$ cat src/rtl/mmsa_pkg.sv
// Shared types and constants for the masked mean and sigma accumulator.
package mmsa_pkg;

   // Default sizes; the top level takes these as parameter defaults.
   localparam int SAMPLE_BITS_DEF = 24;
   localparam int COUNT_BITS_DEF  = 16;

   // Fixed field widths on the ports.
   localparam int SAMPLE_W   = 24;
   localparam int QUALITY_W  = 8;
   localparam int MEAN_W     = 24;
   localparam int SIGMA_W    = 23;
   localparam int GCOUNT_W   = 16;
   localparam int RSP_DATA_W = 64;
   localparam int RSP_USER_W = 2;

   // Depth of the queue between the accumulate side and the finish side.
   localparam int QUEUE_DEPTH = 2;

   // Register file port.
   localparam int CSR_INDEX_W = 8;
   localparam int CSR_DATA_W  = 16;

   localparam logic [CSR_INDEX_W-1:0] REG_QUALITY_MASK = 8'd0;
   localparam logic [CSR_INDEX_W-1:0] REG_USE_QUALITY  = 8'd1;
   localparam logic [CSR_INDEX_W-1:0] REG_SIGMA_ENABLE = 8'd2;
   localparam logic [CSR_INDEX_W-1:0] REG_MIN_GOOD     = 8'd3;

   typedef struct packed {
      logic [QUALITY_W-1:0] quality_mask;
      logic                 use_quality;
      logic                 sigma_enable;
      logic [15:0]          min_good;
   } cfg_type;

   typedef struct packed {
      logic                status;
      logic                stats_valid;
      logic [GCOUNT_W-1:0] good_count;
      logic [SIGMA_W-1:0]  sigma;
      logic [MEAN_W-1:0]   mean;
   } result_type;

   typedef struct packed {
      logic full;
      logic empty;
   } queue_status_type;

   typedef enum logic [2:0] {
      BK_IDLE,
      BK_DIV_MEAN,
      BK_DIV_MS,
      BK_SQUARE,
      BK_VARIANCE,
      BK_ROOT,
      BK_OUTPUT
   } back_state_type;

endpackage

$ cat src/rtl/mmsa_front.sv
// Accumulate side: classifies samples, squares them and keeps the run sums.
module mmsa_front #(
   parameter int SAMPLE_BITS = mmsa_pkg::SAMPLE_BITS_DEF,
   parameter int COUNT_BITS  = mmsa_pkg::COUNT_BITS_DEF
) (
   input  logic                                          clock,
   input  logic                                          reset,
   input  mmsa_pkg::cfg_type                             cfg,
   input  logic                                          in_valid,
   output logic                                          in_ready,
   input  logic [mmsa_pkg::SAMPLE_W-1:0]                 in_sample,
   input  logic [mmsa_pkg::QUALITY_W-1:0]                in_quality,
   input  logic                                          in_last,
   input  mmsa_pkg::queue_status_type                    q_status,
   output logic                                          push,
   output logic [3*SAMPLE_BITS+3*COUNT_BITS-2:0]         push_data
);

   localparam int SUM_BITS = SAMPLE_BITS + COUNT_BITS;
   localparam int SQ_BITS  = 2 * SAMPLE_BITS + COUNT_BITS - 1;
   localparam int SQR_BITS = 2 * SAMPLE_BITS - 1;

   localparam logic [SAMPLE_BITS-1:0] BAD_CODE  = {1'b1, {(SAMPLE_BITS-1){1'b0}}};
   localparam logic [COUNT_BITS-1:0]  COUNT_MAX = '1;

   logic signed [SAMPLE_BITS-1:0] sample_lo;
   logic                          good;
   logic                          advance;
   logic signed [2*SAMPLE_BITS-1:0] prod;

   // Stage A: classified sample.
   logic                          a_valid_ff, a_valid_in;
   logic signed [SAMPLE_BITS-1:0] a_sample_ff, a_sample_in;
   logic                          a_good_ff, a_good_in;
   logic                          a_last_ff, a_last_in;

   // Stage B: sample with its square.
   logic                          b_valid_ff, b_valid_in;
   logic signed [SAMPLE_BITS-1:0] b_sample_ff, b_sample_in;
   logic [SQR_BITS-1:0]           b_sq_ff, b_sq_in;
   logic                          b_good_ff, b_good_in;
   logic                          b_last_ff, b_last_in;

   // Run accumulators.
   logic signed [SUM_BITS-1:0]    sum_ff, sum_in, sum_next;
   logic [SQ_BITS-1:0]            sumsq_ff, sumsq_in, sumsq_next;
   logic [COUNT_BITS-1:0]         count_ff, count_in, count_next;
   logic                          take;

   assign sample_lo = $signed(in_sample[SAMPLE_BITS-1:0]);
   assign good      = cfg.use_quality ? ((in_quality & cfg.quality_mask) == '0)
                                      : (sample_lo != BAD_CODE);

   // Hold the whole pipe while a finished run waits for queue space.
   assign advance  = !(b_valid_ff && b_last_ff && q_status.full);
   assign in_ready = advance;

   assign prod = a_sample_ff * a_sample_ff;

   assign take       = b_valid_ff && b_good_ff && (count_ff != COUNT_MAX);
   assign sum_next   = take ? sum_ff + SUM_BITS'(b_sample_ff) : sum_ff;
   assign sumsq_next = take ? sumsq_ff + SQ_BITS'(b_sq_ff) : sumsq_ff;
   assign count_next = take ? count_ff + 1'b1 : count_ff;
   assign push_data  = {count_next, sumsq_next, sum_next};

   always_comb begin
      a_valid_in  = a_valid_ff;
      a_sample_in = a_sample_ff;
      a_good_in   = a_good_ff;
      a_last_in   = a_last_ff;
      b_valid_in  = b_valid_ff;
      b_sample_in = b_sample_ff;
      b_sq_in     = b_sq_ff;
      b_good_in   = b_good_ff;
      b_last_in   = b_last_ff;
      sum_in      = sum_ff;
      sumsq_in    = sumsq_ff;
      count_in    = count_ff;
      push        = 1'b0;
      if (advance) begin
         a_valid_in  = in_valid;
         a_sample_in = sample_lo;
         a_good_in   = good;
         a_last_in   = in_last;
         b_valid_in  = a_valid_ff;
         b_sample_in = a_sample_ff;
         b_sq_in     = prod[SQR_BITS-1:0];
         b_good_in   = a_good_ff;
         b_last_in   = a_last_ff;
         if (b_valid_ff && b_last_ff) begin
            // Hand the finished run to the queue and start a new one.
            push     = 1'b1;
            sum_in   = '0;
            sumsq_in = '0;
            count_in = '0;
         end else begin
            sum_in   = sum_next;
            sumsq_in = sumsq_next;
            count_in = count_next;
         end
      end
   end

   always_ff @(posedge clock) begin
      if (reset) begin
         a_valid_ff <= 1'b0;
         b_valid_ff <= 1'b0;
         sum_ff     <= '0;
         sumsq_ff   <= '0;
         count_ff   <= '0;
      end else begin
         a_valid_ff <= a_valid_in;
         b_valid_ff <= b_valid_in;
         sum_ff     <= sum_in;
         sumsq_ff   <= sumsq_in;
         count_ff   <= count_in;
      end
   end

   always_ff @(posedge clock) begin
      a_sample_ff <= a_sample_in;
      a_good_ff   <= a_good_in;
      a_last_ff   <= a_last_in;
      b_sample_ff <= b_sample_in;
      b_sq_ff     <= b_sq_in;
      b_good_ff   <= b_good_in;
      b_last_ff   <= b_last_in;
   end

endmodule

$ cat src/rtl/mmsa_queue.sv
// Small FIFO of finished run totals between the accumulate and finish sides.
module mmsa_queue #(
   parameter int WIDTH = 8,
   parameter int DEPTH = mmsa_pkg::QUEUE_DEPTH
) (
   input  logic                       clock,
   input  logic                       reset,
   input  logic                       push,
   input  logic [WIDTH-1:0]           push_data,
   input  logic                       pop,
   output logic [WIDTH-1:0]           pop_data,
   output mmsa_pkg::queue_status_type status
);

   localparam int PTR_BITS  = (DEPTH > 1) ? $clog2(DEPTH) : 1;
   localparam int FILL_BITS = $clog2(DEPTH + 1);
   localparam logic [PTR_BITS-1:0]  PTR_LAST = PTR_BITS'(DEPTH - 1);
   localparam logic [FILL_BITS-1:0] FILL_MAX = FILL_BITS'(DEPTH);

   logic [WIDTH-1:0]     entries_ff [DEPTH];
   logic [PTR_BITS-1:0]  wr_ptr_ff, wr_ptr_in;
   logic [PTR_BITS-1:0]  rd_ptr_ff, rd_ptr_in;
   logic [FILL_BITS-1:0] fill_ff, fill_in;

   assign status.full  = (fill_ff == FILL_MAX);
   assign status.empty = (fill_ff == '0);
   assign pop_data     = entries_ff[rd_ptr_ff];

   always_comb begin
      wr_ptr_in = wr_ptr_ff;
      rd_ptr_in = rd_ptr_ff;
      fill_in   = fill_ff;
      if (push) begin
         wr_ptr_in = (wr_ptr_ff == PTR_LAST) ? '0 : wr_ptr_ff + 1'b1;
      end
      if (pop) begin
         rd_ptr_in = (rd_ptr_ff == PTR_LAST) ? '0 : rd_ptr_ff + 1'b1;
      end
      if (push && !pop) begin
         fill_in = fill_ff + 1'b1;
      end else if (pop && !push) begin
         fill_in = fill_ff - 1'b1;
      end
   end

   always_ff @(posedge clock) begin
      if (reset) begin
         wr_ptr_ff <= '0;
         rd_ptr_ff <= '0;
         fill_ff   <= '0;
      end else begin
         wr_ptr_ff <= wr_ptr_in;
         rd_ptr_ff <= rd_ptr_in;
         fill_ff   <= fill_in;
      end
   end

   always_ff @(posedge clock) begin
      if (push) begin
         entries_ff[wr_ptr_ff] <= push_data;
      end
   end

endmodule

$ cat src/rtl/mmsa_back.sv
// Finish side: divides the run totals, takes the square root and holds the result.
module mmsa_back #(
   parameter int SAMPLE_BITS = mmsa_pkg::SAMPLE_BITS_DEF,
   parameter int COUNT_BITS  = mmsa_pkg::COUNT_BITS_DEF
) (
   input  logic                                  clock,
   input  logic                                  reset,
   input  mmsa_pkg::cfg_type                     cfg,
   input  mmsa_pkg::queue_status_type            q_status,
   output logic                                  pop,
   input  logic [3*SAMPLE_BITS+3*COUNT_BITS-2:0] pop_data,
   output logic                                  rsp_valid,
   input  logic                                  rsp_ready,
   output mmsa_pkg::result_type                  result
);

   localparam int SUM_BITS   = SAMPLE_BITS + COUNT_BITS;
   localparam int SQ_BITS    = 2 * SAMPLE_BITS + COUNT_BITS - 1;
   localparam int ENTRY_BITS = SUM_BITS + SQ_BITS + COUNT_BITS;
   localparam int DIV_BITS   = SQ_BITS;
   localparam int MS_BITS    = 2 * SAMPLE_BITS;
   localparam int STEP_BITS  = $clog2(DIV_BITS);
   localparam logic [STEP_BITS-1:0] LAST_DIV  = STEP_BITS'(DIV_BITS - 1);
   localparam logic [STEP_BITS-1:0] LAST_ROOT = STEP_BITS'(SAMPLE_BITS - 1);

   // Queue entry fields.
   logic [COUNT_BITS-1:0]      pop_cnt;
   logic [SQ_BITS-1:0]         pop_sq;
   logic signed [SUM_BITS-1:0] pop_sum;
   logic [SUM_BITS-1:0]        sum_mag;

   mmsa_pkg::back_state_type state_ff, state_in;
   logic [STEP_BITS-1:0]      step_ff, step_in;
   logic [COUNT_BITS-1:0]     cnt_ff, cnt_in;
   logic                      neg_ff, neg_in;
   logic [SQ_BITS-1:0]        sumsq_ff, sumsq_in;
   logic [DIV_BITS-1:0]       dvd_ff, dvd_in;
   logic [COUNT_BITS-1:0]     rem_ff, rem_in;
   logic signed [SAMPLE_BITS-1:0] mean_ff, mean_in;
   logic [MS_BITS-1:0]        ms_ff, ms_in;
   logic [MS_BITS-1:0]        msq_ff, msq_in;
   logic [MS_BITS-1:0]        rad_ff, rad_in;
   logic [SAMPLE_BITS-1:0]    root_ff, root_in;
   logic [SAMPLE_BITS+1:0]    rrem_ff, rrem_in;
   logic [mmsa_pkg::SIGMA_W-1:0] sigma_ff, sigma_in;
   logic                      out_valid_ff, out_valid_in;
   mmsa_pkg::result_type      out_ff, out_in;

   // Restoring divider step, one quotient bit a cycle.
   logic [COUNT_BITS:0]       div_shift;
   logic [COUNT_BITS:0]       div_diff;
   logic                      div_ge;
   logic [COUNT_BITS-1:0]     div_rem;
   logic [DIV_BITS-1:0]       div_quo;
   logic [SAMPLE_BITS-1:0]    quo_lo;

   // Square root step, one root bit a cycle.
   logic [SAMPLE_BITS+3:0]    sq_shift;
   logic [SAMPLE_BITS+3:0]    sq_trial;
   logic [SAMPLE_BITS+3:0]    sq_diff;
   logic                      sq_ge;
   logic [SAMPLE_BITS-1:0]    root_step;
   logic [mmsa_pkg::MEAN_W-1:0] root_wide;

   logic signed [MS_BITS-1:0] msq_prod;

   assign pop_cnt = pop_data[ENTRY_BITS-1 -: COUNT_BITS];
   assign pop_sq  = pop_data[SUM_BITS +: SQ_BITS];
   assign pop_sum = $signed(pop_data[SUM_BITS-1:0]);
   assign sum_mag = pop_sum[SUM_BITS-1] ? $unsigned(-pop_sum) : $unsigned(pop_sum);

   assign div_shift = {rem_ff, dvd_ff[DIV_BITS-1]};
   assign div_diff  = div_shift - {1'b0, cnt_ff};
   assign div_ge    = (div_shift >= {1'b0, cnt_ff});
   assign div_rem   = div_ge ? div_diff[COUNT_BITS-1:0] : div_shift[COUNT_BITS-1:0];
   assign div_quo   = {dvd_ff[DIV_BITS-2:0], div_ge};
   assign quo_lo    = div_quo[SAMPLE_BITS-1:0];

   assign sq_shift  = {rrem_ff, rad_ff[MS_BITS-1 -: 2]};
   assign sq_trial  = {2'b00, root_ff, 2'b01};
   assign sq_diff   = sq_shift - sq_trial;
   assign sq_ge     = (sq_shift >= sq_trial);
   assign root_step = {root_ff[SAMPLE_BITS-2:0], sq_ge};
   assign root_wide = mmsa_pkg::MEAN_W'(root_step);

   assign msq_prod = mean_ff * mean_ff;

   assign rsp_valid = out_valid_ff;
   assign result    = out_ff;

   always_comb begin
      state_in     = state_ff;
      step_in      = step_ff;
      cnt_in       = cnt_ff;
      neg_in       = neg_ff;
      sumsq_in     = sumsq_ff;
      dvd_in       = dvd_ff;
      rem_in       = rem_ff;
      mean_in      = mean_ff;
      ms_in        = ms_ff;
      msq_in       = msq_ff;
      rad_in       = rad_ff;
      root_in      = root_ff;
      rrem_in      = rrem_ff;
      sigma_in     = sigma_ff;
      out_valid_in = out_valid_ff && !rsp_ready;
      out_in       = out_ff;
      pop          = 1'b0;
      case (state_ff)
         mmsa_pkg::BK_IDLE: begin
            if (!q_status.empty) begin
               pop      = 1'b1;
               cnt_in   = pop_cnt;
               neg_in   = pop_sum[SUM_BITS-1];
               sumsq_in = pop_sq;
               dvd_in   = DIV_BITS'(sum_mag);
               rem_in   = '0;
               step_in  = '0;
               mean_in  = '0;
               sigma_in = '0;
               // An empty run skips straight to the result.
               state_in = (pop_cnt == '0) ? mmsa_pkg::BK_OUTPUT : mmsa_pkg::BK_DIV_MEAN;
            end
         end
         mmsa_pkg::BK_DIV_MEAN: begin
            dvd_in  = div_quo;
            rem_in  = div_rem;
            step_in = step_ff + 1'b1;
            if (step_ff == LAST_DIV) begin
               mean_in  = neg_ff ? $signed(-quo_lo) : $signed(quo_lo);
               dvd_in   = sumsq_ff;
               rem_in   = '0;
               step_in  = '0;
               state_in = cfg.sigma_enable ? mmsa_pkg::BK_DIV_MS : mmsa_pkg::BK_OUTPUT;
            end
         end
         mmsa_pkg::BK_DIV_MS: begin
            dvd_in  = div_quo;
            rem_in  = div_rem;
            step_in = step_ff + 1'b1;
            if (step_ff == LAST_DIV) begin
               ms_in    = div_quo[MS_BITS-1:0];
               state_in = mmsa_pkg::BK_SQUARE;
            end
         end
         mmsa_pkg::BK_SQUARE: begin
            msq_in   = $unsigned(msq_prod);
            state_in = mmsa_pkg::BK_VARIANCE;
         end
         mmsa_pkg::BK_VARIANCE: begin
            rad_in   = (ms_ff > msq_ff) ? ms_ff - msq_ff : '0;
            root_in  = '0;
            rrem_in  = '0;
            step_in  = '0;
            state_in = mmsa_pkg::BK_ROOT;
         end
         mmsa_pkg::BK_ROOT: begin
            rad_in  = {rad_ff[MS_BITS-3:0], 2'b00};
            root_in = root_step;
            rrem_in = sq_ge ? sq_diff[SAMPLE_BITS+1:0] : sq_shift[SAMPLE_BITS+1:0];
            step_in = step_ff + 1'b1;
            if (step_ff == LAST_ROOT) begin
               sigma_in = root_wide[mmsa_pkg::MEAN_W-1] ? '1
                                                      : root_wide[mmsa_pkg::SIGMA_W-1:0];
               state_in = mmsa_pkg::BK_OUTPUT;
            end
         end
         mmsa_pkg::BK_OUTPUT: begin
            if (!out_valid_ff || rsp_ready) begin
               out_valid_in       = 1'b1;
               out_in.mean        = mmsa_pkg::MEAN_W'(mean_ff);
               out_in.sigma       = sigma_ff;
               out_in.good_count  = mmsa_pkg::GCOUNT_W'(cnt_ff);
               out_in.stats_valid = (cnt_ff != '0);
               out_in.status      = (16'(cnt_ff) < cfg.min_good);
               state_in           = mmsa_pkg::BK_IDLE;
            end
         end
         default: begin
            state_in = mmsa_pkg::BK_IDLE;
         end
      endcase
   end

   always_ff @(posedge clock) begin
      if (reset) begin
         state_ff     <= mmsa_pkg::BK_IDLE;
         out_valid_ff <= 1'b0;
      end else begin
         state_ff     <= state_in;
         out_valid_ff <= out_valid_in;
      end
   end

   always_ff @(posedge clock) begin
      step_ff  <= step_in;
      cnt_ff   <= cnt_in;
      neg_ff   <= neg_in;
      sumsq_ff <= sumsq_in;
      dvd_ff   <= dvd_in;
      rem_ff   <= rem_in;
      mean_ff  <= mean_in;
      ms_ff    <= ms_in;
      msq_ff   <= msq_in;
      rad_ff   <= rad_in;
      root_ff  <= root_in;
      rrem_ff  <= rrem_in;
      sigma_ff <= sigma_in;
      out_ff   <= out_in;
   end

endmodule

$ cat src/rtl/masked_mean_sigma_accumulator.sv
// Top level of the masked mean and sigma accumulator.
//
// Usage: samples arrive on the req_ stream, one per cycle while req_tready is
// high; req_tlast marks the final sample of a run. Each run yields one item on
// the rsp_ stream with the mean, sigma and good-sample count of the samples that
// passed the mask. Registers are written through the csr_ channel, which is
// always ready; write them only while no run is in flight.
// Throughput: the accumulate side takes one sample every cycle while req_tready
// is high. The finish side works through a run with its bit-serial divider,
// run twice, and its bit-serial square root; with sigma disabled it stops
// after the first divide, and an empty run skips straight to the result. A
// two-entry queue of run totals sits between the sides, so short runs throttle
// req_tready only once it fills.
// A run's last sample passes stage A and stage B before its totals enter the
// queue; the finish side then computes the result into the output register.
// Reset: clears the registers to their defaults, the sums and all valid state.
// Stall: a result is held in the output register while rsp_tready is low; the
// finish side and then the queue back up behind it, and req_tready drops only
// when a run end cannot enter the full queue.
module masked_mean_sigma_accumulator #(
   parameter int SAMPLE_BITS = mmsa_pkg::SAMPLE_BITS_DEF,
   parameter int COUNT_BITS  = mmsa_pkg::COUNT_BITS_DEF
) (
   input  logic                                clock,
   input  logic                                reset,
   // Input stream.
   input  logic                                req_tvalid,
   output logic                                req_tready,
   input  logic [mmsa_pkg::SAMPLE_W-1:0]       req_tdata,  // [23:0] sample
   input  logic [mmsa_pkg::QUALITY_W-1:0]      req_tuser,  // [7:0] quality
   input  logic                                req_tlast,
   // Result stream.
   output logic                                rsp_tvalid,
   input  logic                                rsp_tready,
   output logic [mmsa_pkg::RSP_DATA_W-1:0]     rsp_tdata,  // [23:0] mean, [46:24] sigma,
                                                           // [62:47] good_count, [63] zero
   output logic [mmsa_pkg::RSP_USER_W-1:0]     rsp_tuser,  // [0] stats_valid, [1] status
   // Register writes.
   input  logic                                csr_valid,
   output logic                                csr_ready,
   input  logic [mmsa_pkg::CSR_INDEX_W-1:0]    csr_index,
   input  logic [mmsa_pkg::CSR_DATA_W-1:0]     csr_data
);

   localparam int ENTRY_BITS = 3 * SAMPLE_BITS + 3 * COUNT_BITS - 1;

   mmsa_pkg::cfg_type          cfg_ff, cfg_in;
   mmsa_pkg::queue_status_type q_status;
   mmsa_pkg::result_type       result;
   logic                       push;
   logic                       pop;
   logic [ENTRY_BITS-1:0]      push_data;
   logic [ENTRY_BITS-1:0]      pop_data;

   // Register file: every write lands at once; unknown indexes drop.
   assign csr_ready = 1'b1;

   always_comb begin
      cfg_in = cfg_ff;
      if (csr_valid) begin
         case (csr_index)
            mmsa_pkg::REG_QUALITY_MASK: cfg_in.quality_mask = csr_data[mmsa_pkg::QUALITY_W-1:0];
            mmsa_pkg::REG_USE_QUALITY:  cfg_in.use_quality  = csr_data[0];
            mmsa_pkg::REG_SIGMA_ENABLE: cfg_in.sigma_enable = csr_data[0];
            mmsa_pkg::REG_MIN_GOOD:     cfg_in.min_good     = csr_data[15:0];
            default: begin
               cfg_in = cfg_ff;
            end
         endcase
      end
   end

   always_ff @(posedge clock) begin
      if (reset) begin
         cfg_ff.quality_mask <= '0;
         cfg_ff.use_quality  <= 1'b0;
         cfg_ff.sigma_enable <= 1'b1;
         cfg_ff.min_good     <= 16'd1;
      end else begin
         cfg_ff <= cfg_in;
      end
   end

   // Accumulate side: classify, square and sum each sample.
   mmsa_front #(
      .SAMPLE_BITS (SAMPLE_BITS),
      .COUNT_BITS  (COUNT_BITS)
   ) u_front (
      .clock      (clock),
      .reset      (reset),
      .cfg        (cfg_ff),
      .in_valid   (req_tvalid),
      .in_ready   (req_tready),
      .in_sample  (req_tdata),
      .in_quality (req_tuser),
      .in_last    (req_tlast),
      .q_status   (q_status),
      .push       (push),
      .push_data  (push_data)
   );

   // Run totals waiting for the finish side.
   mmsa_queue #(
      .WIDTH (ENTRY_BITS),
      .DEPTH (mmsa_pkg::QUEUE_DEPTH)
   ) u_queue (
      .clock     (clock),
      .reset     (reset),
      .push      (push),
      .push_data (push_data),
      .pop       (pop),
      .pop_data  (pop_data),
      .status    (q_status)
   );

   // Finish side: mean, variance, sigma and the output register.
   mmsa_back #(
      .SAMPLE_BITS (SAMPLE_BITS),
      .COUNT_BITS  (COUNT_BITS)
   ) u_back (
      .clock     (clock),
      .reset     (reset),
      .cfg       (cfg_ff),
      .q_status  (q_status),
      .pop       (pop),
      .pop_data  (pop_data),
      .rsp_valid (rsp_tvalid),
      .rsp_ready (rsp_tready),
      .result    (result)
   );

   assign rsp_tdata = {1'b0, result.good_count, result.sigma, result.mean};
   assign rsp_tuser = {result.status, result.stats_valid};

endmodule

$ cat config.mk
export PLATFORM = sky130hd
export DESIGN_NAME = masked_mean_sigma_accumulator
export DESIGN_NICKNAME = d
export VERILOG_FILES = /design/src/rtl/mmsa_pkg.sv /design/src/rtl/mmsa_front.sv /design/src/rtl/mmsa_queue.sv /design/src/rtl/mmsa_back.sv /design/src/rtl/masked_mean_sigma_accumulator.sv
export SDC_FILE = /design/constraint.sdc
export NUM_CORES = 2
export LEC_CHECK = 0
export ABC_AREA = 1
export BUFFER_PORTS_ARGS = -buffer_cell sky130_fd_sc_hd__buf_2
export CAP_MARGIN = 20
export CORE_MARGIN = 1.5
export CORE_UTILIZATION = 45
export CTS_BUF_LIST = sky130_fd_sc_hd__clkbuf_2 sky130_fd_sc_hd__clkbuf_4 sky130_fd_sc_hd__clkbuf_8
export DETAILED_ROUTE_END_ITERATION = 12
export SETUP_SLACK_MARGIN = 0.5
export SYNTH_ARGS = -nofsm -noshare
export SYNTH_HDL_FRONTEND = slang
export SYNTH_SLANG_ARGS = --single-unit
$ cat constraint.sdc
create_clock -name clock -period 30.4 [get_ports clock]
set_input_delay 1.52 -clock clock [delete_from_list [all_inputs] [get_ports clock]]
set_output_delay 1.52 -clock clock [all_outputs]
set_load 0.01 [all_outputs]
==> metrics.csv <==
metric;value;unit
Final Worst Setup Slack;22.84;ns
Startpoint Class;register;
min Tclk post-route;7.561;ns
Crit path required time;31.02;ns
hold_buf cts;0;
synthesized cell area;0.09060;mm2
final WL;263.7;mm
Layout area overhead;8.207;%
Post-synth top cells;nand2_1 (2528), inv_1 (2447), fa_1 (1105);
Root Buffer;clkbuf_8;
R2R Setup Slk;22.84;ns
Final Skew;0.07877;ns
max frequency;132.3;MHz
worst-path fanout max;13;
GRT Util Overall;26.29;%
Multi-input gate area;0.05299;mm2
asr flop ratio synth;0;%
Die Area;0.2040;mm2
H-tree Lvls;4;
Yosys top cell by area;edfxtp_1;
Synth Instances;10620;
io pins;131;
port bufs;128;
DR DRC count;6;
Starting Density;45.33;%
largest net degree at the start of global routing;133;
area of the core;0.1999;mm2
CP max stage delay;0.94;ns
Hold/Removal Path Class;register to register;
vias in the first global route;73070;
Syn Nets;12280;
Post-CTS Setup Repair Bufs;0;
drt wl/cell;19.48;um
DR vias;69300;
Final period util;24.87;%
most frequent CP cell;fa_1;
die height;451.7;um
post-synth top area share;26.68;%
final instance area;0.09804;mm2
Syn Area/Cell;8.530;um2
Cell Rows;164;
initial DRC count;4817;
max_cap viols;0;
1st-pass router iterations;12;
register area;0.02730;mm2
first-pass GRT wire length;414.1;mm
failing checks;design-rule violations;
Post-layout nets;12390;
clock slew at reported path FFs;0.06;ns
endpoint class of the critical path;register;
Worst Tran Pin Value;1.103;ns
Hold Fails Final Rpt;0;
Yosys Warn Count;0;
final max-slew violation count;0;
status;finished with violations;
setup TNS;0;ns
DP Wirelength;207.4;mm
Synth area leaders;edfxtp_1 (27%), fa_1 (24%), nand2_1 (10%);
Post-synth top flop;edfxtp_1;
Final setup viols;0;
unrepaired setup endpoints after global routing;no;
WP data arrival;8.18;ns
Max Root-Sink Buffers;3;
share of cells above drive strength 1;5.946;%
initial antenna violation count;10;
CP max-delay cell;edfxtp_1;
top-count cell post-synth;nand2_1;
CP Class;register to register;
Clock Latency Late Sink;0.94;ns
Yosys reg bits;961;
CTS tree;done;
CP Buf/Inv Count;5;
EDFF count, synth;805;
routability congestion estimate from global placement;0.9519;
CTS buffer count;175;
Fillers;19330;
DIE WIDTH;451.7;um
Num Clock Sinks;961;
Placed Instance Area;0.09419;mm2
sequential share of the synthesized area;30.13;%
# resized after CTS;0;
CP cell instances;nand2_1 > fa_1 > fa_1 > fa_1 > inv_1 > fa_1 > inv_1 > fa_1 > inv_1 > fa_1 > inv_1 > fa_1 > inv_1 > ha_1 > a21oi_1 > a21boi_0 > o21ai_0 > nand2_1 > nand3_1 > a21o_1 > nand2_1 > nand2_1 > xor2_1;
post-synthesis cell type count;62;
post-route ant nets;0;
GRT overflow;0;
DP Worst Slack;22.85;ns
worst rel slew slack;26.45;%
vias per cell;5.119;
cell family with most CP delay;adder cells;
## flip-flops by register name (all words and copies together), names as in the netlist, 2 cells and up, named ones only
name / flops
u_back.dvd_ff: 63
u_back.cnt_ff: 16
u_back.mean_ff: 24
u_queue.fill_ff: 2
u_back.ms_ff: 48
u_back.step_ff: 6
u_back.rrem_ff: 26
u_back.rad_ff: 48
u_front.sumsq_ff: 63
u_front.count_ff: 16
u_back.msq_ff: 47
u_back.sumsq_ff: 63
u_queue.entries_ff: 238
u_back.rem_ff: 16
u_front.b_sample_ff: 23
u_front.sum_ff: 40
u_back.sigma_ff: 23
cfg_ff: 26
u_front.b_sq_ff: 46
u_back.result: 65
u_front.a_sample_ff: 24
u_back.state_ff: 3
u_back.root_ff: 24
## metrics by stage
stage	utilization [%]	cells	hold WS, ns
2_1_floorplan	-	10620	0.4003
3_3_place_gp	47.11	13220	0.4014
3_5_place_dp	47.13	13220	0.4045
6_report	49.05	13540	0.4164
5_1_grt	49.05	13540	0.4297
4_1_cts	49.05	13540	0.4182
## cell usage in the layout, fill, tap and decap left out, types with 27 or more instances in the layout
| cell | instances |
|---|---|
| clkbuf_8 | 184 |
| o21bai_1 | 44 |
| a31oi_1 | 36 |
| ha_1 | 488 |
| a21oi_1 | 503 |
| xor2_1 | 127 |
| nand2_1 | 2527 |
| nand4_1 | 72 |
| clkbuf_4 | 49 |
| edfxtp_1 | 805 |
| buf_4 | 88 |
| or2_2 | 58 |
| inv_1 | 2443 |
| fa_1 | 1105 |
| nand3_1 | 408 |
| o21ai_1 | 28 |
| dfxtp_1 | 155 |
| nor4_1 | 32 |
| nor3_1 | 73 |
| buf_2 | 127 |
| clkinv_1 | 27 |
| a21o_1 | 47 |
| nor2_1 | 702 |
| a32o_1 | 33 |
| xnor2_1 | 93 |
| o21ai_0 | 337 |
## layer usage
layer / track usage, % / wire length (um) / part of all wire, % / up-vias
li1: - / - / - / 33130
met1: 32.60 / 107600 / 41 / 33850
met2: 46.13 / 131700 / 50 / 1814
met3: 2.920 / 12060 / 4.6 / 507
met4: 11.59 / 12380 / 4.7 / 4
met5: 0 / 27 / 0.010 / -
## worst register-to-register path, delay by kind of cell (launching register included)
family / cells / cell delay (ns)
buffers and inverters: 5 / 0.26
AOI/OAI and AO/OA: 4 / 1.06
xor gates and xnor gates: 1 / 0.52
DFF: 1 / 0.94
and+or+nand+nor: 5 / 0.61
adders and majority gates: 8 / 3.93
## cell type report
class	instances	area share (%)
inverter	2458	9.417
multi-input combinational	6926	54.05
antenna	2	0.005105
timing repair buffer	217	1.371
tap	2656	3.390
clock inverter	86	0.9648
clock buffer	233	2.958
sequential	961	27.85
## cell families after synthesis
kind of cell / Yosys count / synth area share (%)
xor+xnor: 220 / 2.127
fa+ha+maj: 1593 / 31.15
flops: 961 / 30.13
other cells: 2 / 0.008289
compound gates: 1167 / 7.392
mux: 1 / 0.01105
simple gates: 3943 / 17.69
buf+inv: 2735 / 11.49
## worst paths after layout
path | endpoint | start | cells past startpoint
setup / recovery | u_back.msq_ff[33] | u_back.mean_ff[14] | 23
hold reg to reg | u_back.result[39] | u_back.sigma_ff[15] | 0
setup reg to reg | u_back.msq_ff[33] | u_back.mean_ff[14] | 23
hold / removal | u_back.result[39] | u_back.sigma_ff[15] | 0
Power is left out: the tool's default activity adds up to more than one toggle a clock period on the data nets, which glitch-free logic cannot reach.
